### src/chrs_mod.sv
`timescale 1ns / 1ps
// ----------------------------------------------------------------------------
// chrs_mod: iterative key modulo unit
// Restoring division of a 32-bit key by the bucket count, one bit a cycle.
// ----------------------------------------------------------------------------
module chrs_mod #(
	parameter int BW = 7
) (
	input  logic          clk,
	input  logic          arst_n,
	input  logic          go,
	input  logic [31:0]   dividend,
	input  logic [BW:0]   divisor,
	output logic          done,
	output logic [BW-1:0] remainder
);
	logic [31:0] quo_q;
	logic [BW:0] rem_q;
	logic [5:0]  cnt_q;
	logic        run_q;
	logic [BW+1:0] trial;

	assign trial = {rem_q, quo_q[31]};

	always_ff @(posedge clk or negedge arst_n) begin
		if (!arst_n) begin
			run_q <= 1'b0;
			cnt_q <= '0;
			done  <= 1'b0;
		end else begin
			done <= 1'b0;
			if (go) begin
				run_q <= 1'b1;
				cnt_q <= '0;
			end else if (run_q) begin
				cnt_q <= cnt_q + 6'd1;
				if (cnt_q == 6'd31) begin
					run_q <= 1'b0;
					done  <= 1'b1;
				end
			end
		end
	end

	always_ff @(posedge clk) begin
		if (go) begin
			quo_q <= dividend;
			rem_q <= '0;
		end else if (run_q) begin
			quo_q <= {quo_q[30:0], 1'b0};
			if (trial >= {1'b0, divisor})
				rem_q <= (BW+1)'(trial - {1'b0, divisor});
			else
				rem_q <= trial[BW:0];
		end
	end

	assign remainder = rem_q[BW-1:0];
endmodule

### config.mk
export PLATFORM = sky130hd
export DESIGN_NAME = chrs_mod
export DESIGN_NICKNAME = d
export VERILOG_FILES = /design/src/chrs_mod.sv
export SDC_FILE = /design/constraint.sdc
export NUM_CORES = 1
export LEC_CHECK = 0
export ABC_AREA = 0
export BUFFER_PORTS_ARGS = -buffer_cell sky130_fd_sc_hd__buf_2
export CAP_MARGIN = 10
export CORE_MARGIN = 5
export CORE_UTILIZATION = 35
export CTS_CLUSTER_SIZE = 28
export DETAILED_ROUTE_END_ITERATION = 10
export MAX_ROUTING_LAYER = met4
export PLACE_DENSITY = 0.59
export SLEW_MARGIN = 25
export SYNTH_ARGS = -nofsm -noshare
export SYNTH_HDL_FRONTEND = slang
export SYNTH_SLANG_ARGS = --single-unit
### constraint.sdc
create_clock -name clk -period 2.2 [get_ports clk]
set_clock_uncertainty 0.1 [all_clocks]
set_input_delay 0.44 -clock clk [delete_from_list [all_inputs] [get_ports clk]]
set_output_delay 0.44 -clock clk [all_outputs]
set_load 0.01 [all_outputs]
# Word-level counts from Yosys, hierarchy flattened
# Index checks and enable logic that the tools add are counted.
# classes
n_addsub	2
order_cmp	1
mux	11
reduce_logical	1
eq_ne	1
# ops
op	n
32-bit two-way mux	2
6-bit two-way mux	2
9-bit by 8-bit >= comparator with 1-bit output	1
8-bit two-way mux	1
8-bit subtractor	1
6-bit by 1-bit adder with 6-bit output (second input constant)	1
6-bit by 5-bit equality test with 1-bit output (second input constant)	1
1-bit two-way mux	6
2-bit nonzero test	1
# totals
inputBits	43
out_inout_bits	8
wordCells	21
register_bits	48

# Longest topological paths before layout
# logic_depth
depth_word	4
ltp_mapped	9
ltp_nobuf	8

# Worst setup path after synthesis
# Ideal clock, no wire load.
# synth_path
path_kind	input-to-reg
from	input port go
to	register quo_q[0], enable pin
n_path_buf	2
t_arrival_ns	1.716
t_required_ns	1.713
setup_slack_ns	-0.002
stages	4
setup_time_ns	0.387
path_cell_list	buf_1 > buf_2 > nor2_1 > inv_1
# synth_via
elab_chain_cells	1
# synth_rtl
item	line_no	text
start: declaration	11	input logic go,
2-bit nonzero test (no line)	n/a	
end signal: assignment	47	quo_q <= dividend;
end signal: assignment	50	quo_q <= {quo_q[30:0], 1'b0};
end: declaration	17	logic [31:0] quo_q;
# No other way between the ends.
# A chain may end at the register's enable or synchronous reset.

# Worst setup path in the final report
# layout_path
from	register quo_q[31]
to	register rem_q[6]
# layout_via
elab_chain_cells	2
word_cells_on_any_way	3
classes_between	add/sub: 1; order compare: 1; mux: 1
# layout_rtl
item	line_no	text
8-bit subtractor or 9-bit by 8-bit >= comparator with 1-bit output (tied branches)	52, 51	
8-bit two-way mux *	51	if (trial >= {1'b0, divisor})
end signal: assignment	52	rem_q <= (BW+1)'(trial - {1'b0, divisor});
end signal: assignment	54	rem_q <= trial[BW:0];
end: declaration	18	logic [BW:0] rem_q;
# Every way passes the cells marked *; elsewhere a longest branch is shown, timed or not.

==> run summary <==
Post-DRT Antenna Nets -> 0
Synth area leader -> edfxtp_1
Crit. End Element -> flop
crit path launch type -> flop
simple-gate portion of the synthesized area -> 11.6%
CTS Buf Count -> 5
fin util -> 44.6%
Post-synth EDFFs -> 32
worst hold path type -> in -> reg
Cells after Synth -> 219
hpwl dp -> 3900 um
GPL Wtd Cong -> 0.787
Period minus WS final -> 2.06 ns
vias in the first global route -> 1,796
largest family of logic cells by synthesized area -> multiplexers
DR pass1 iterations -> 4
vias post-DR -> 1,841
Remaining Overflow, GRT -> 0
Seq pwr share -> 38.9%
Clock power frac -> 29.1%
cell area after synthesis -> 2600 um^2
Setup violations, final -> 0
vias per cell -> 4.84
post-synthesis mux area share -> 13.8%
Die Width -> 96.1 um
Compound-Gate Fraction of Synth Area -> 10.8%
Internal -> 2.11 mW
Switching Share -> 28.7%
Synth-to-Final Area Change -> 24.5%
Peak VDD IR -> 420 uV
power per cell area -> 916 nW/um^2
Max Fclk -> 486 MHz
DR WL/cell -> 13.7 um
YS warnings -> 0
post-synthesis sequential area ratio -> 50.9%
all-layer global routing usage -> 12.0%
pre-CTS WS -> -0.121 ns
Clock Latency Late Sink -> 0.30 ns
CTS root buffer -> clkbuf_8
Required @ worst endpoint -> 2.33 ns
final critical-path share of the clock period -> 93.6%
Initial Util -> 35.8%
fin worst setup slack -> 0.141 ns
Clk pin slew, worst setup/hold paths -> 0.09 ns
residual DRC count -> 0
Switch Pwr -> 0.849 mW
commonest cells in the netlist -> edfxtp_1, mux2_2, nor2_1
distinct cell type count after synthesis -> 49
first-pass GRT wire length -> 8260 um
P_leak -> 1.41 nW
die area -> 9240 um^2
Arr. time, crit path -> 2.18 ns
asr flop ratio synth -> 16.7%
final wirelength -> 5210 um
Core Box Area -> 7250 um^2
std cell rows -> 31
initial antenna violation count -> 0
Synth top area share -> 37.0%
Comb pwr share -> 32.0%
Fin. Hold Viols -> 0
most frequent cell after synthesis -> edfxtp_1
largest net degree at the start of global routing -> 49
share of layout cells above drive strength 1 -> 43.1%
DR iter-0 viols -> 64
diode count -> 0
syn nets -> 272
crit path max fanout -> 3
Pins Over Slew Limit -> 0
Crit Path Class -> reg -> reg
Final Net Count -> 333
outcome -> complete, no violations
RSZ-0062 raised after global routing -> no
post-synthesis adder-cell area fraction -> 5.11%
CTS tree -> yes
Yosys reg bits -> 48
MaxCap Viol Count -> 0
ys flop type -> edfxtp_1
Max H-tree Level -> 2
Die Y -> 96.1 um
Slew @ Worst Pin -> 0.363 ns
maximum clock insertion buffer count -> 2
TritonCTS Sinks -> 48
Mapped Avg Cell Area -> 11.9 um^2
relative slew slack -> 75.7%
Post-Synth XOR/XNOR Area -> 2.02%
port buffer count -> 50
Ports -> 51
top post-synthesis cells by area -> edfxtp_1, mux2_2, dfrtp_1, dfxtp_1, ha_1
==> state kept, by name, summed over array words and instances, names as in the netlist <==
signal and count:
cnt_q 6, done 1, quo_q 32, rem_q 8, run_q 1
==> metrics by stage <==
| stage | power (mW) | hold WS (ns) | cells | setup TNS (ns) | area, um^2 |
|---|---|---|---|---|---|
| floorplan | 1.79 | 0.0444 | 219 | 0 | 2600 |
| global placement | 2.08 | 0.196 | 370 | -0.0683 | 3040 |
| detailed placement | 2.09 | 0.197 | 370 | -0.123 | 3040 |
| CTS | 2.96 | 0.309 | 379 | 0 | 3210 |
| global route | 3.14 | 0.310 | 380 | 0 | 3230 |
| finish | 2.96 | 0.327 | 380 | 0 | 3230 |
==> worst max-delay path: stages, from the launching register on <==
cell and delay [ns]:
edfxtp_1 0.35, inv_1 0.04, ha_1 0.20, fa_2 0.34, nand2b_4 0.16, a2111o_1 0.35
o311ai_1 0.10, nand3_1 0.13, a211oi_2 0.22
==> routing by layer <==
layer | wire length [um] | part of all wire, % | GRT usage [%] | up-vias
met2 | 2420 | 46 | 18.2 | 47
met1 | 2400 | 46 | 15.7 | 859
met3 | 327 | 6.3 | 3.44 | 9
met4 | 70 | 1.3 | 3.08 | 0
met5 | 0 | 0 | - | -
li1 | - | - | - | 926
==> final cells by class <==
class | instances | area (um^2)
clock buffers | 5 | 68.8
clock inverters | 3 | 90.1
fillers | 720 | 4020
inverters | 15 | 60.1
multi-input cells | 140 | 1140
flip-flops and latches | 48 | 1320
well taps | 99 | 124
repair buffers | 70 | 428
==> cell usage in the layout (no fill, tap or decap), types with 4 or more instances in the layout <==
master	count
o311a_1	4
buf_2	50
xor2_1	5
inv_1	13
buf_4	17
clkbuf_8	5
dfrtp_1	8
nand4_1	6
mux2_2	31
o21ai_0	4
nor2_1	18
edfxtp_1	32
nand2_1	9
a21oi_1	5
dfxtp_1	8
nand3_1	6
ha_1	9
==> cells by family (layout without fill, tap and decap cells) <==
family / after synthesis / count (layout)
AOI/OAI and AO/OA: 34 / 34
and+or+nand+nor: 58 / 58
muxes: 32 / 32
buffers and inverters: 31 / 93
DFF: 48 / 48
adders and majority gates: 10 / 10
xor gates and xnor gates: 6 / 6
==> repair_timing <==
| action | 4_1_cts | 5_1_grt |
|---|---|---|
| hold endpoints to repair | 8 | 0 |
| endpoints found under the setup margin | 0 | 1 |
| hold buffers | 1 | 0 |
| resized for setup | 0 | 4 |
| buffers inserted | 0 | 1 |
==> final timing paths <==
kind                        startpoint       end  slack [ns]  cells past startpoint
setup / recovery             quo_q[31]  rem_q[6]        0.14                      8
hold / removal             dividend[0]  quo_q[0]        0.33                      2
hold reg to reg               cnt_q[5]     run_q        0.44                      2
min in group asynchronous       arst_n      done        0.41                      2
setup reg to reg             quo_q[31]  rem_q[6]        0.14                      8
max in group asynchronous       arst_n  cnt_q[1]        1.41                      2
==> power groups by stage <==
stage / logic (mW) / clock network (mW) / registers (mW)
2_1_floorplan: 0.640 / 0 / 1.15
3_3_place_gp: 0.911 / 0 / 1.17
3_5_place_dp: 0.917 / 0 / 1.17
4_1_cts: 0.925 / 0.885 / 1.15
5_1_grt: 1.04 / 0.930 / 1.17
6_report: 0.948 / 0.861 / 1.15
(Power assumes the default switching activity.)
